## config.mk

```make
export PLATFORM = sky130hd
export DESIGN_NAME = addressable_led_bit_encoder_core
export DESIGN_NICKNAME = d
export VERILOG_FILES = /design/src/hw/rtl/ledenc_pkg.sv /design/src/hw/rtl/ledenc_scale.sv /design/src/hw/rtl/addressable_led_bit_encoder_core.sv
export SDC_FILE = /design/constraint.sdc
export NUM_CORES = 1
export LEC_CHECK = 0
export BUFFER_PORTS_ARGS = -buffer_cell sky130_fd_sc_hd__buf_2
export CAP_MARGIN = 20
export CORE_AREA = 2 2 270 192
export CTS_BUF_LIST = sky130_fd_sc_hd__clkbuf_16
export CTS_CLUSTER_SIZE = 40
export DETAILED_ROUTE_END_ITERATION = 8
export DIE_AREA = 0 0 272 194
export GPL_ROUTABILITY_DRIVEN = 0
export SLEW_MARGIN = 30
export SYNTH_ARGS = -nofsm -noshare
export SYNTH_HDL_FRONTEND = slang
export SYNTH_SLANG_ARGS = --single-unit
```

## constraint.sdc

```tcl
create_clock -name clk_i -period 8.9 [get_ports clk_i]
set_input_delay 0 -clock clk_i [delete_from_list [all_inputs] [get_ports clk_i]]
set_output_delay 0 -clock clk_i [all_outputs]
set_load 0.02 [all_outputs]
```

## src/hw/rtl/ledenc_pkg.sv

```systemverilog
// Shared types, constants and the tangent table for the addressable LED bit encoder.
// Depends on nothing; every RTL file of the encoder refers to it by scoped names.
package ledenc_pkg;

  // Bit results per pixel and the width of the counter that walks them.
  localparam int unsigned BIT_COUNT = 24;
  localparam int unsigned CNT_W     = 5;

  // Highest entry of the tangent table (tan 45 degrees is exactly 1.0).
  localparam int unsigned TABLE_TOP = 45;

  // Defaults for the top-level parameters.
  localparam int unsigned RESET_SLOTS_DEF = 50;
  localparam int unsigned MAX_ANGLE_DEF   = 45;

  // Field widths.
  localparam int unsigned ANGLE_W = 6;
  localparam int unsigned COLOR_W = 8;
  localparam int unsigned DUTY_W  = 8;
  localparam int unsigned REP_W   = 6;
  localparam int unsigned TAN_W   = 17;
  localparam int unsigned CFG_W   = 8;

  // Register reset values.
  localparam logic [ANGLE_W-1:0] BRIGHTNESS_RST = 6'd10;
  localparam logic               SCALE_EN_RST   = 1'b1;
  localparam logic [DUTY_W-1:0]  DUTY_ONE_RST   = 8'd60;
  localparam logic [DUTY_W-1:0]  DUTY_ZERO_RST  = 8'd30;

  // Configuration register indexes.
  typedef enum logic [1:0] {
    REG_BRIGHTNESS = 2'd0,
    REG_SCALE_EN   = 2'd1,
    REG_DUTY_ONE   = 2'd2,
    REG_DUTY_ZERO  = 2'd3
  } reg_idx_e;

  // One input word: a pixel.
  typedef struct packed {
    logic [COLOR_W-1:0] green;
    logic [COLOR_W-1:0] red;
    logic [COLOR_W-1:0] blue;
    logic               last_pixel;
  } pixel_t;

  // One output word: a duty code and its slot count.
  typedef struct packed {
    logic [DUTY_W-1:0] duty;
    logic [REP_W-1:0]  repeat_res;
    logic              run_end;
  } result_t;

  // Settings the scaler needs.
  typedef struct packed {
    logic [ANGLE_W-1:0] brightness;
    logic               scale_enable;
  } scale_cfg_t;

  // Tangent of the angle in degrees, unsigned Q1.16.
  function automatic logic [TAN_W-1:0] tan_q16(input logic [ANGLE_W-1:0] angle);
    logic [TAN_W-1:0] t;
    case (angle)
      6'd0:  t = 17'd0;
      6'd1:  t = 17'd1143;
      6'd2:  t = 17'd2288;
      6'd3:  t = 17'd3434;
      6'd4:  t = 17'd4582;
      6'd5:  t = 17'd5733;
      6'd6:  t = 17'd6888;
      6'd7:  t = 17'd8046;
      6'd8:  t = 17'd9210;
      6'd9:  t = 17'd10379;
      6'd10: t = 17'd11555;
      6'd11: t = 17'd12738;
      6'd12: t = 17'd13930;
      6'd13: t = 17'd15130;
      6'd14: t = 17'd16339;
      6'd15: t = 17'd17560;
      6'd16: t = 17'd18792;
      6'd17: t = 17'd20036;
      6'd18: t = 17'd21293;
      6'd19: t = 17'd22565;
      6'd20: t = 17'd23853;
      6'd21: t = 17'd25156;
      6'd22: t = 17'd26478;
      6'd23: t = 17'd27818;
      6'd24: t = 17'd29178;
      6'd25: t = 17'd30559;
      6'd26: t = 17'd31964;
      6'd27: t = 17'd33392;
      6'd28: t = 17'd34846;
      6'd29: t = 17'd36327;
      6'd30: t = 17'd37837;
      6'd31: t = 17'd39378;
      6'd32: t = 17'd40951;
      6'd33: t = 17'd42559;
      6'd34: t = 17'd44204;
      6'd35: t = 17'd45888;
      6'd36: t = 17'd47614;
      6'd37: t = 17'd49384;
      6'd38: t = 17'd51202;
      6'd39: t = 17'd53070;
      6'd40: t = 17'd54991;
      6'd41: t = 17'd56969;
      6'd42: t = 17'd59008;
      6'd43: t = 17'd61113;
      6'd44: t = 17'd63287;
      default: t = 17'd65536;
    endcase
    return t;
  endfunction

endpackage

```

## src/hw/rtl/ledenc_scale.sv

```systemverilog
// Brightness scaler: input register, tangent lookup and three byte multipliers,
// and a register holding the 24-bit scaled color word. Depends on ledenc_pkg.
module ledenc_scale #(
  parameter int unsigned MAX_ANGLE = ledenc_pkg::MAX_ANGLE_DEF
) (
  input  logic                   clk_i,
  input  logic                   rst_ni,
  input  ledenc_pkg::scale_cfg_t cfg_i,
  input  logic                   in_valid_i,
  output logic                   in_ready_o,
  input  ledenc_pkg::pixel_t     in_data_i,
  output logic                   word_valid_o,
  input  logic                   word_ready_i,
  output logic [ledenc_pkg::BIT_COUNT-1:0] word_o,
  output logic                   word_last_o
);

  localparam int unsigned LIMIT = (MAX_ANGLE < ledenc_pkg::TABLE_TOP) ?
                                  MAX_ANGLE : ledenc_pkg::TABLE_TOP;
  localparam int unsigned PROD_W = ledenc_pkg::COLOR_W + ledenc_pkg::TAN_W;

  logic                   a_valid_q;
  ledenc_pkg::pixel_t     a_pix_q;
  logic                   b_valid_q;
  logic [ledenc_pkg::BIT_COUNT-1:0] b_word_q;
  logic                   b_last_q;
  logic                   a_move;
  logic [ledenc_pkg::ANGLE_W-1:0] angle;
  logic [ledenc_pkg::TAN_W-1:0]   tan_val;
  logic [PROD_W-1:0]      prod_g, prod_r, prod_b;
  logic [ledenc_pkg::BIT_COUNT-1:0] word_d;

  // Handshake between the two register stages.
  assign a_move     = a_valid_q && (!b_valid_q || word_ready_i);
  assign in_ready_o = !a_valid_q || a_move;

  // Input register.
  always_ff @(posedge clk_i or negedge rst_ni) begin
    if (!rst_ni) begin
      a_valid_q <= 1'b0;
    end else if (in_ready_o) begin
      a_valid_q <= in_valid_i;
    end
  end

  always_ff @(posedge clk_i) begin
    if (in_valid_i && in_ready_o) begin
      a_pix_q <= in_data_i;
    end
  end

  // Saturate the angle and look up its tangent.
  assign angle   = (cfg_i.brightness > ledenc_pkg::ANGLE_W'(LIMIT)) ?
                   ledenc_pkg::ANGLE_W'(LIMIT) : cfg_i.brightness;
  assign tan_val = ledenc_pkg::tan_q16(angle);

  // Scale each byte; tan never exceeds 1.0, so the truncated product fits a byte.
  assign prod_g = PROD_W'(a_pix_q.green) * PROD_W'(tan_val);
  assign prod_r = PROD_W'(a_pix_q.red)   * PROD_W'(tan_val);
  assign prod_b = PROD_W'(a_pix_q.blue)  * PROD_W'(tan_val);

  always_comb begin
    if (cfg_i.scale_enable) begin
      word_d = {prod_g[23:16], prod_r[23:16], prod_b[23:16]};
    end else begin
      word_d = {a_pix_q.green, a_pix_q.red, a_pix_q.blue};
    end
  end

  // Scaled word register.
  always_ff @(posedge clk_i or negedge rst_ni) begin
    if (!rst_ni) begin
      b_valid_q <= 1'b0;
    end else if (!b_valid_q || word_ready_i) begin
      b_valid_q <= a_valid_q;
    end
  end

  always_ff @(posedge clk_i) begin
    if (a_move) begin
      b_word_q <= word_d;
      b_last_q <= a_pix_q.last_pixel;
    end
  end

  assign word_valid_o = b_valid_q;
  assign word_o       = b_word_q;
  assign word_last_o  = b_last_q;

endmodule

```

## src/hw/rtl/addressable_led_bit_encoder_core.sv

```systemverilog
// Top level of the addressable LED bit encoder: configuration registers, the scaler
// and the bit serializer with its output register. Depends on ledenc_pkg, ledenc_scale.

// Each accepted pixel produces 24 duty words, green first and most significant bit
// first, plus one reset word (duty 0 for RESET_SLOTS slots) after a pixel marked
// last. The serializer emits one word per cycle while its output register is free;
// the next pixel is accepted and scaled while the current one is still being sent,
// so with a ready sink the output runs without gaps. After a pixel is accepted into
// the input register, its first word passes through the scaled-word register, the
// serializer register and the output register.
// Configuration must only be written while the encoder is idle.
module addressable_led_bit_encoder_core #(
  parameter int unsigned RESET_SLOTS = ledenc_pkg::RESET_SLOTS_DEF,
  parameter int unsigned MAX_ANGLE   = ledenc_pkg::MAX_ANGLE_DEF
) (
  input  logic                            clk_i,
  input  logic                            rst_ni,
  input  logic                            cfg_we_i,
  input  logic [1:0]                      cfg_idx_i,
  input  logic [ledenc_pkg::CFG_W-1:0]    cfg_data_i,
  input  logic                            in_valid_i,
  output logic                            in_ready_o,
  input  ledenc_pkg::pixel_t              in_data_i,
  output logic                            out_valid_o,
  input  logic                            out_ready_i,
  output ledenc_pkg::result_t             out_data_o
);

  logic [ledenc_pkg::ANGLE_W-1:0] brightness_q;
  logic                           scale_en_q;
  logic [ledenc_pkg::DUTY_W-1:0]  duty_one_q;
  logic [ledenc_pkg::DUTY_W-1:0]  duty_zero_q;
  ledenc_pkg::scale_cfg_t         scale_cfg;

  logic                            word_valid;
  logic                            word_ready;
  logic [ledenc_pkg::BIT_COUNT-1:0] word;
  logic                            word_last;

  logic                            busy_q, busy_d;
  logic [ledenc_pkg::BIT_COUNT-1:0] sh_q, sh_d;
  logic [ledenc_pkg::CNT_W-1:0]    cnt_q, cnt_d;
  logic                            last_q, last_d;
  logic                            out_valid_q, out_valid_d;
  ledenc_pkg::result_t             out_q, out_d;
  ledenc_pkg::result_t             res;
  logic                            out_free;
  logic                            emit;

  // Configuration registers.
  always_ff @(posedge clk_i or negedge rst_ni) begin
    if (!rst_ni) begin
      brightness_q <= ledenc_pkg::BRIGHTNESS_RST;
      scale_en_q   <= ledenc_pkg::SCALE_EN_RST;
      duty_one_q   <= ledenc_pkg::DUTY_ONE_RST;
      duty_zero_q  <= ledenc_pkg::DUTY_ZERO_RST;
    end else if (cfg_we_i) begin
      case (ledenc_pkg::reg_idx_e'(cfg_idx_i))
        ledenc_pkg::REG_BRIGHTNESS: brightness_q <= cfg_data_i[ledenc_pkg::ANGLE_W-1:0];
        ledenc_pkg::REG_SCALE_EN:   scale_en_q   <= cfg_data_i[0];
        ledenc_pkg::REG_DUTY_ONE:   duty_one_q   <= cfg_data_i;
        ledenc_pkg::REG_DUTY_ZERO:  duty_zero_q  <= cfg_data_i;
        default: ;
      endcase
    end
  end

  assign scale_cfg.brightness   = brightness_q;
  assign scale_cfg.scale_enable = scale_en_q;

  // Scaler front end.
  ledenc_scale #(
    .MAX_ANGLE(MAX_ANGLE)
  ) u_scale (
    .clk_i       (clk_i),
    .rst_ni      (rst_ni),
    .cfg_i       (scale_cfg),
    .in_valid_i  (in_valid_i),
    .in_ready_o  (in_ready_o),
    .in_data_i   (in_data_i),
    .word_valid_o(word_valid),
    .word_ready_i(word_ready),
    .word_o      (word),
    .word_last_o (word_last)
  );

  // Word for the current serializer position.
  always_comb begin
    if (cnt_q < ledenc_pkg::CNT_W'(ledenc_pkg::BIT_COUNT)) begin
      res.duty       = sh_q[ledenc_pkg::BIT_COUNT-1] ? duty_one_q : duty_zero_q;
      res.repeat_res = ledenc_pkg::REP_W'(1);
      res.run_end    = !last_q && (cnt_q == ledenc_pkg::CNT_W'(ledenc_pkg::BIT_COUNT - 1));
    end else begin
      res.duty       = '0;
      res.repeat_res = ledenc_pkg::REP_W'(RESET_SLOTS);
      res.run_end    = 1'b1;
    end
  end

  assign out_free   = !out_valid_q || out_ready_i;
  assign emit       = busy_q && out_free;
  assign word_ready = !busy_q || (emit && res.run_end);

  // Serializer next state.
  always_comb begin
    busy_d = busy_q;
    sh_d   = sh_q;
    cnt_d  = cnt_q;
    last_d = last_q;
    if (emit) begin
      sh_d  = {sh_q[ledenc_pkg::BIT_COUNT-2:0], 1'b0};
      cnt_d = cnt_q + ledenc_pkg::CNT_W'(1);
      if (res.run_end) begin
        busy_d = 1'b0;
      end
    end
    if (word_valid && word_ready) begin
      busy_d = 1'b1;
      sh_d   = word;
      cnt_d  = '0;
      last_d = word_last;
    end
  end

  // Output register next state.
  always_comb begin
    out_valid_d = out_valid_q;
    out_d       = out_q;
    if (out_free) begin
      out_valid_d = busy_q;
      out_d       = res;
    end
  end

  always_ff @(posedge clk_i or negedge rst_ni) begin
    if (!rst_ni) begin
      busy_q      <= 1'b0;
      cnt_q       <= '0;
      out_valid_q <= 1'b0;
    end else begin
      busy_q      <= busy_d;
      cnt_q       <= cnt_d;
      out_valid_q <= out_valid_d;
    end
  end

  always_ff @(posedge clk_i) begin
    sh_q   <= sh_d;
    last_q <= last_d;
    out_q  <= out_d;
  end

  assign out_valid_o = out_valid_q;
  assign out_data_o  = out_q;

`ifndef ASSERT_OFF
  // The position counter never runs past the reset slot.
  assert property (@(posedge clk_i) disable iff (!rst_ni)
    busy_q |-> cnt_q <= ledenc_pkg::CNT_W'(ledenc_pkg::BIT_COUNT))
    else $error("serializer position beyond reset slot");

  // The reset slot is reached only for a pixel marked last.
  assert property (@(posedge clk_i) disable iff (!rst_ni)
    (busy_q && cnt_q == ledenc_pkg::CNT_W'(ledenc_pkg::BIT_COUNT)) |-> last_q)
    else $error("reset slot reached for a pixel not marked last");

  // A new word is loaded only once the previous pixel has sent its final word.
  assert property (@(posedge clk_i) disable iff (!rst_ni)
    (word_valid && word_ready && busy_q) |-> (emit && res.run_end))
    else $error("serializer reloaded before the run ended");

  // A word that spans several slots is always the low reset word ending the run.
  assert property (@(posedge clk_i) disable iff (!rst_ni)
    (out_valid_q && out_q.repeat_res != ledenc_pkg::REP_W'(1)) |->
      (out_q.duty == '0 && out_q.run_end))
    else $error("multi-slot word is not a reset word");
`endif

endmodule

```

==> results of run 1 <==
## registers in the layout, indices dropped and copies added (netlist names), 5 cells and up
name,flops
u_scale.a_pix_q,25
u_scale.word_o,24
cnt_q,5
out_data_o,11
sh_q,24
duty_one_q,8
brightness_q,6
duty_zero_q,8
## what timing repair did
action,4_1_cts,5_1_grt
hold buffers,39,0
hold endpoints to repair,70,0
resized for setup,0,1
endpoints found under the setup margin,0,1
## stage by stage
stage / cells / hold slack [ns] / setup slack, ns
final: 2537 / 0.152 / 0.484
after global routing: 2536 / 0.207 / 0.0579
after CTS: 2536 / 0.170 / 0.629
after detailed placement: 2465 / 0.0946 / 0.685
after global placement: 2465 / 0.102 / 0.920
after floorplan: 1799 / -0.296 / 1.33
## worst paths after layout
check	cells past startpoint	slack, ns	to	from
worst min-delay path	2	0.15	duty_one_q[7]	rst_ni
worst min register to register	0	0.45	u_scale.word_last_o	u_scale.a_pix_q[0]
worst max-delay path	27	0.48	u_scale.word_o[23]	brightness_q[1]
max in group asynchronous	2	8.28	brightness_q[4]	rst_ni
worst max register to register	27	0.48	u_scale.word_o[23]	brightness_q[1]
min in group clk_i	2	0.25	u_scale.a_pix_q[18]	in_data_i[18]
## placed cells by master, fill, tap and decap left out, types with 5 or more instances in the layout
cell type	n
dlygate4sd3_1	39
xnor2_1	19
a211oi_1	10
o31ai_1	5
dfstp_2	11
o21ai_0	36
nand3_1	18
clkbuf_16	17
mux2_2	56
edfxtp_1	86
o21a_1	5
dfrtp_1	21
and2_1	236
nand3b_1	6
fa_1	264
nand4_1	7
inv_1	314
a21oi_1	51
buf_2	54
xor2_1	11
nor2_1	61
nor2b_1	91
mux2i_1	14
inv_8	7
and3_1	5
nand2_1	116
ha_1	129
nor3_1	12
a311oi_1	5
a21o_1	12
buf_4	33
a221oi_1	7
nand2b_1	17
## critical path, cell delays in order, from the launching register on
cell      delay, ns
dfstp_2        0.42
and3_1         0.17
o21ai_1        0.35
and2_1         0.30
inv_1          0.19
ha_1           0.55
nor2_1         0.18
a21oi_1        0.18
nand3_1        0.12
a31oi_2        0.81
and2_1         0.26
fa_1           0.46
fa_1           0.53
fa_1           0.50
inv_1          0.05
fa_1           0.48
inv_1          0.05
ha_1           0.27
and4_1         0.20
nand3_1        0.09
or4_1          0.54
a221oi_2       0.20
o41a_1         0.30
a41o_1         0.29
o41ai_2        0.09
xnor2_1        0.25
mux2i_1        0.21
a21oi_1        0.08
## layout make-up
type                            count  share of cell area (%)
Antenna cell                        1                  0.0129
Clock buffer                       17                    2.19
Clock inverter                     15                   0.875
Inverter                          315                    6.08
Multi-Input combinational cell   1270                    64.3
Sequential cell                   118                    17.5
Tap cell                          674                    4.34
Timing Repair Buffer              127                    4.77
## Yosys cell counts (4+ instances only)
master / number
edfxtp_1: 86
nand4_1: 7
nand2b_1: 17
nand3_1: 18
ha_1: 129
o31ai_1: 5
o22ai_1: 4
a31oi_1: 6
a211oi_1: 10
xnor2_1: 19
clkbuf_1: 79
mux2i_1: 14
buf_4: 9
nor2b_1: 91
a311oi_1: 5
a21oi_1: 52
a221oi_1: 7
mux2_2: 56
o21a_1: 5
inv_1: 314
nor3_1: 13
nor2_1: 61
dfrtp_1: 21
xor2_1: 11
nand2_1: 116
a21o_1: 12
fa_1: 264
dfstp_2: 11
and2_1: 237
nand3b_1: 6
and3_1: 5
o21ai_0: 38
o211ai_1: 4
## cells by family after synthesis
family                     synth area share (%)
adders and majority gates                  39.5
and+or+nand+nor                            18.8
muxes                                      4.57
xor gates and xnor gates                   1.51
AOI/OAI and AO/OA                          6.96
buffers and inverters                      9.16
other                                    0.0215
DFF                                        19.5
## per-layer routing
layer	track usage (%)	part of all wire [%]	vias to the layer above
li1	-	-	5774
met1	27.0	48	6458
met2	26.9	43	435
met3	4.90	8.3	34
met4	2.52	0.73	0
met5	0	0	-
==> results.md, run 1 <==
- Run status: finished clean
- Die area: 52800 um2
- Hold Crit Class: in2async
- Count of cell types in the netlist: 81
- Top cells by area, synth: fa_1 30%, edfxtp_1 15%, ha_1 9.3%
- Unrepaired setup endpoints after global routing: no
- Final Max Tran Viols: 0
- Chip width: 272 um
- Top_reg_cell synth: edfxtp_1
- Final setup vio count: 0
- Slew headroom: 36.5%
- Util after Layout: 38.8%
- Reg clk slew, reported paths: 0.07 ns
- Largest fanout on the critical path: 12
- Area of the multi-input gates: 12500 um2
- First-pass GRT wire length: 75.0 mm
- Final wirelength: 45.9 mm
- Routed Antenna Nets: 0
- Final Cell Area: 19400 um2
- Max Cap Viol: 0
- Placed Area: 18400 um2
- Initial drt markers: 942
- Fmax: 0.119 GHz
- CP startpoint kind: register
- DRC: 0
- Root buffer cell: clkbuf_16
- Htree depth: 4
- Longest Clk Path Bufs: 2
- Num rows: 69
- Yosys reg bits: 118
- # fillers: 4920
- Initial antenna violation count: 0
- Post-Syn Area per Cell: 9.70 um2
- Largest net degree at the start of global routing: 42
- Final Cycle Share: 94.6%
- Post-layout minimum cycle time: 8.42 ns
- Kind of critical path: reg2reg
- Gr usage total: 18.2%
- Worst path arrival time: 8.57 ns
- Layout Nets: 2282
- Post-synthesis sequential area ratio: 19.5%
- Starting density of the core: 34.8%
- Vias: 12701
- Clock Skew: 0.0182 ns
- Die Y-Extent: 194 um
- FF+latch area: 3400 um2
- IO buf count: 54
- CTS tree: yes
- Post-DP HPWL: 33.4 mm
- Io pins: 57
- Synth top area share: 30.3%
- Vias in the first global route: 13393
- DR pass1 iterations: 7
- Routed len/inst: 18.1 um
- Mapped cell area: 17400 um2
- Clk_lat worst skew: 0.45 ns
- EDFF count, synth: 86
- Vias/cell: 5.01
- Area growth syn-to-layout: 11.4%
- Crit end category: register
- Grt ovf: 0
- Layout cells sized above 1: 11.4%
- Slew @ Worst Pin: 0.949 ns
- Final hold vios: 0
- Area leader, netlist: fa_1
- Syn Inst Count: 1798
- Setup TNS: 0 ns
- Core Box Area: 50200 um2
- Ys Warns: 0
- Setup Buffers After CTS: 0
- Async set or reset register ratio after synthesis: 27.1%
- Number of CTS-inserted buffers: 17
- Worst EP required: 9.06 ns
- Clock sinks: 118
Power of run 1 is not shown: default switching activity piles up to over one toggle a cycle in this logic, so the estimate is an artifact.
==> inputs of run 2 (changes only) <==
- ABC_AREA: not set -> 1
- CORE_AREA: 2 2 270 192 -> 2 2 273 194
- DIE_AREA: 0 0 272 194 -> 0 0 275 196
- SLEW_MARGIN: 30 -> 20
==> run 2 against run 1 <==
Net effect: clock-buffer cell count did not move; worst hold slack got worse by 0.057 ns; synthesized cell count grew 26%; worst setup slack gained 0.54 ns; critical endpoint is now u_scale.word_o[5].
==> results.md, run 2 <==
- Run status: finished clean (unchanged)
- Count of cell types in the netlist: 54 (was 81)
- Die area: 53900 um2 (was 52800 um2)
- Syn Inst Count: 2257 (was 1798)
- Max reg flops: 25 (unchanged)
- First-pass GRT wire length: 86.4 mm (was 75.0 mm)
- Core Box Area: 51500 um2 (was 50200 um2)
- Util after Layout: 38.2% (was 38.8%)
- Routed Antenna Nets: 0 (unchanged)
- Layout cells sized above 1: 6.52% (was 11.4%)
- Top cells by count, synth: 433 x inv_1, 425 x nor2_1, 408 x nand2_1, 264 x fa_1, 129 x ha_1 (was 314 x inv_1, 264 x fa_1, 237 x and2_1, 129 x ha_1, 116 x nand2_1)
- Synth top area share: 29.7% (was 30.3%)
- Top_reg_cell synth: edfxtp_1 (unchanged)
- Reg clk slew, reported paths: 0.07 ns (about the same)
- Final Cycle Share: 88.5% (was 94.6%)
- DR pass1 iterations: 9 (was 7)
- Gr usage total: 20.7% (was 18.2%)
- Layout Nets: 2735 (was 2282)
- Routed len/inst: 18.0 um (was 18.1 um)
- Slowest CP cell: dfrtp_1 (was a31oi_2)
- DRC: 0 (unchanged)
- Slew @ Worst Pin: 1.17 ns (was 0.949 ns)
- Worst EP required: 9.05 ns (was 9.06 ns)
- Num rows: 70 (was 69)
- Area leader, netlist: fa_1 (unchanged)
- Crit end category: register (unchanged)
- Ys Warns: 0 (unchanged)
- Starting density of the core: 34.5% (was 34.8%)
- R2R setup slack: 1.02 ns (was 0.48 ns)
- Number of CTS-inserted buffers: 17 (unchanged)
- Final setup vio count: 0 (unchanged)
- RR Startpoint: brightness_q[4] (was brightness_q[1])
- Most common cell after layout, fill and taps aside: inv_1 (unchanged)
- Max Cap Viol: 0 (unchanged)
- Post-CTS sizing: 0 (unchanged)
- Post-Place Cells: 2929 (was 2465)
- Final Max Tran Viols: 0 (unchanged)
- Vias: 15568 (was 12701)
- Clock Skew: 0.0151 ns (was 0.0182 ns)
- Post-layout minimum cycle time: 7.88 ns (was 8.42 ns)
- Mapped cell area: 17800 um2 (was 17400 um2)
- Clk_lat worst skew: 0.45 ns (about the same)
- CTS Hold Bufs: 38 (was 39)
- Post-DP HPWL: 41.4 mm (was 33.4 mm)
- CTS tree: yes (unchanged)
- Post-Syn Area per Cell: 7.87 um2 (was 9.70 um2)
- Unrepaired setup endpoints after global routing: no (unchanged)
- CP startpoint kind: register (unchanged)
- Top cells by area, synth: fa_1 30%, edfxtp_1 15%, inv_1 9.1% (was fa_1 30%, edfxtp_1 15%, ha_1 9.3%)
- ANT cells: 0 (was 1)
- Clock sinks: 118 (unchanged)
- Setup TNS: 0 ns (unchanged)
- Io pins: 57 (unchanged)
- Most flops, register: u_scale.a_pix_q (unchanged)
- Count leader, synth: inv_1 (unchanged)
- Worst path arrival time: 8.03 ns (was 8.57 ns)
- Hold Crit Class: in2reg (was in2async)
- Initial drt markers: 1710 (was 942)
- Root buffer cell: clkbuf_16 (unchanged)
- Largest fanout on the critical path: 15 (was 12)
- Setup Buffers After CTS: 0 (unchanged)
- Htree depth: 4 (unchanged)
- EDFF count, synth: 86 (unchanged)
- Die Y-Extent: 196 um (was 194 um)
- Vias/cell: 5.19 (was 5.01)
- Area growth syn-to-layout: 10.7% (was 11.4%)
- IO buf count: 54 (unchanged)
- Kind of critical path: reg2reg (unchanged)
- Hold Crit Start: cfg_we_i
- Most frequent cells in the layout: 433 x inv_1, 424 x nor2_1, 407 x nand2_1, 264 x fa_1, 129 x ha_1 (was 314 x inv_1, 264 x fa_1, 236 x and2_1, 129 x ha_1, 116 x nand2_1)
- Grt ovf: 0 (unchanged)
- Largest net degree at the start of global routing: 33 (was 42)
- Final hold vios: 0 (unchanged)
- Largest stage delay, worst path: 0.66 ns (was 0.81 ns)
- Yosys reg bits: 118 (unchanged)
- Chip width: 275 um (was 272 um)
- Vias in the first global route: 15617 (was 13393)
- Fin cells: 2999 (was 2537)
- Worst setup path startpoint: brightness_q[4] (was brightness_q[1])
- Fmax: 0.127 GHz (was 0.119 GHz)
- Final wirelength: 54.1 mm (was 45.9 mm)
- Post-synthesis sequential area ratio: 19.1% (was 19.5%)
- Slew headroom: 22.2% (was 36.5%)
- Async set or reset register ratio after synthesis: 27.1% (unchanged)
- Longest Clk Path Bufs: 2 (unchanged)
- Initial antenna violation count: 0 (unchanged)
run 2: cell count changes in the layout (fill, tap and decap cells not counted), sizes merged, moves of 10 or more:
cell    before  now
nand2      117  416
and2       237    0
a21oi       53   89
nand4        7   17
buf         88   71
o21ai       43  109
mux2i       14    0
inv        325  448
nand2b      18    0
xnor2       19    9
nand3       18   62
mux2        58    0
nor2b       92    0
nor2        61  428
run 2: metal layers:
metal | up-vias | wire length (um) | track usage (%)
met5 | - | 0 | 0
met4 | 0 | 828 | 3.88
met3 | 85 | 6340 | 6.39
met2 | 829 | 22800 | 30.1
met1 | 7629 | 24100 | 30.2
li1 | 7025 | - | -
run 2: kinds of logic (layout without fill, tap and decap cells):
kind of cell	after synthesis	in the layout	share of synthesized area, %
DFF	118	118	19.1
xor gates and xnor gates	20	20	0.986
AOI/OAI and AO/OA	246	246	7.98
other	1	2	0.0211
buffers and inverters	523	580	11.5
adders and majority gates	393	393	38.8
and+or+nand+nor	956	956	21.6
run 2: final cells by class:
class	instances	area (um2)
fillers	5315	31800
clock inverters	15	179
repair buffers	109	778
flip-flops and latches	118	3400
clock buffers	17	425
inverters	439	1650
multi-input cells	1617	12400
well taps	684	856
run 2: through the flow:
stage | hold WS [ns] | setup WS (ns) | instance area (um2)
finish | 0.0954 | 1.02 | 19700
global route | 0.143 | 0.663 | 19700
CTS | 0.0880 | 1.41 | 19700
detailed placement | 0.0971 | 1.44 | 18700
global placement | 0.0884 | 1.54 | 18700
floorplan | -0.296 | 2.64 | 17800
run 2: worst max-delay path, delay by kind of cell, from the launching register on:
kind                     cells  cell delay [ns]
AO/OA/AOI/OAI                7             1.27
flip-flops                   1             0.66
adder cells (fa/ha/maj)      6             2.54
XOR/XNOR                     1             0.18
AND/OR/NAND/NOR              9             1.92
buffers and inverters        5             0.99
run 2: final timing paths:
check | end | depth (start not counted)
worst max-delay path | u_scale.word_o[5] | 28
worst min-delay path | brightness_q[3] | 3
worst max register to register | u_scale.word_o[5] | 28
worst min register to register | last_q | 0
max in group asynchronous | cnt_q[4] | 2
min in group asynchronous | duty_one_q[7] | 2
Power of run 2 is left out for the same reason.
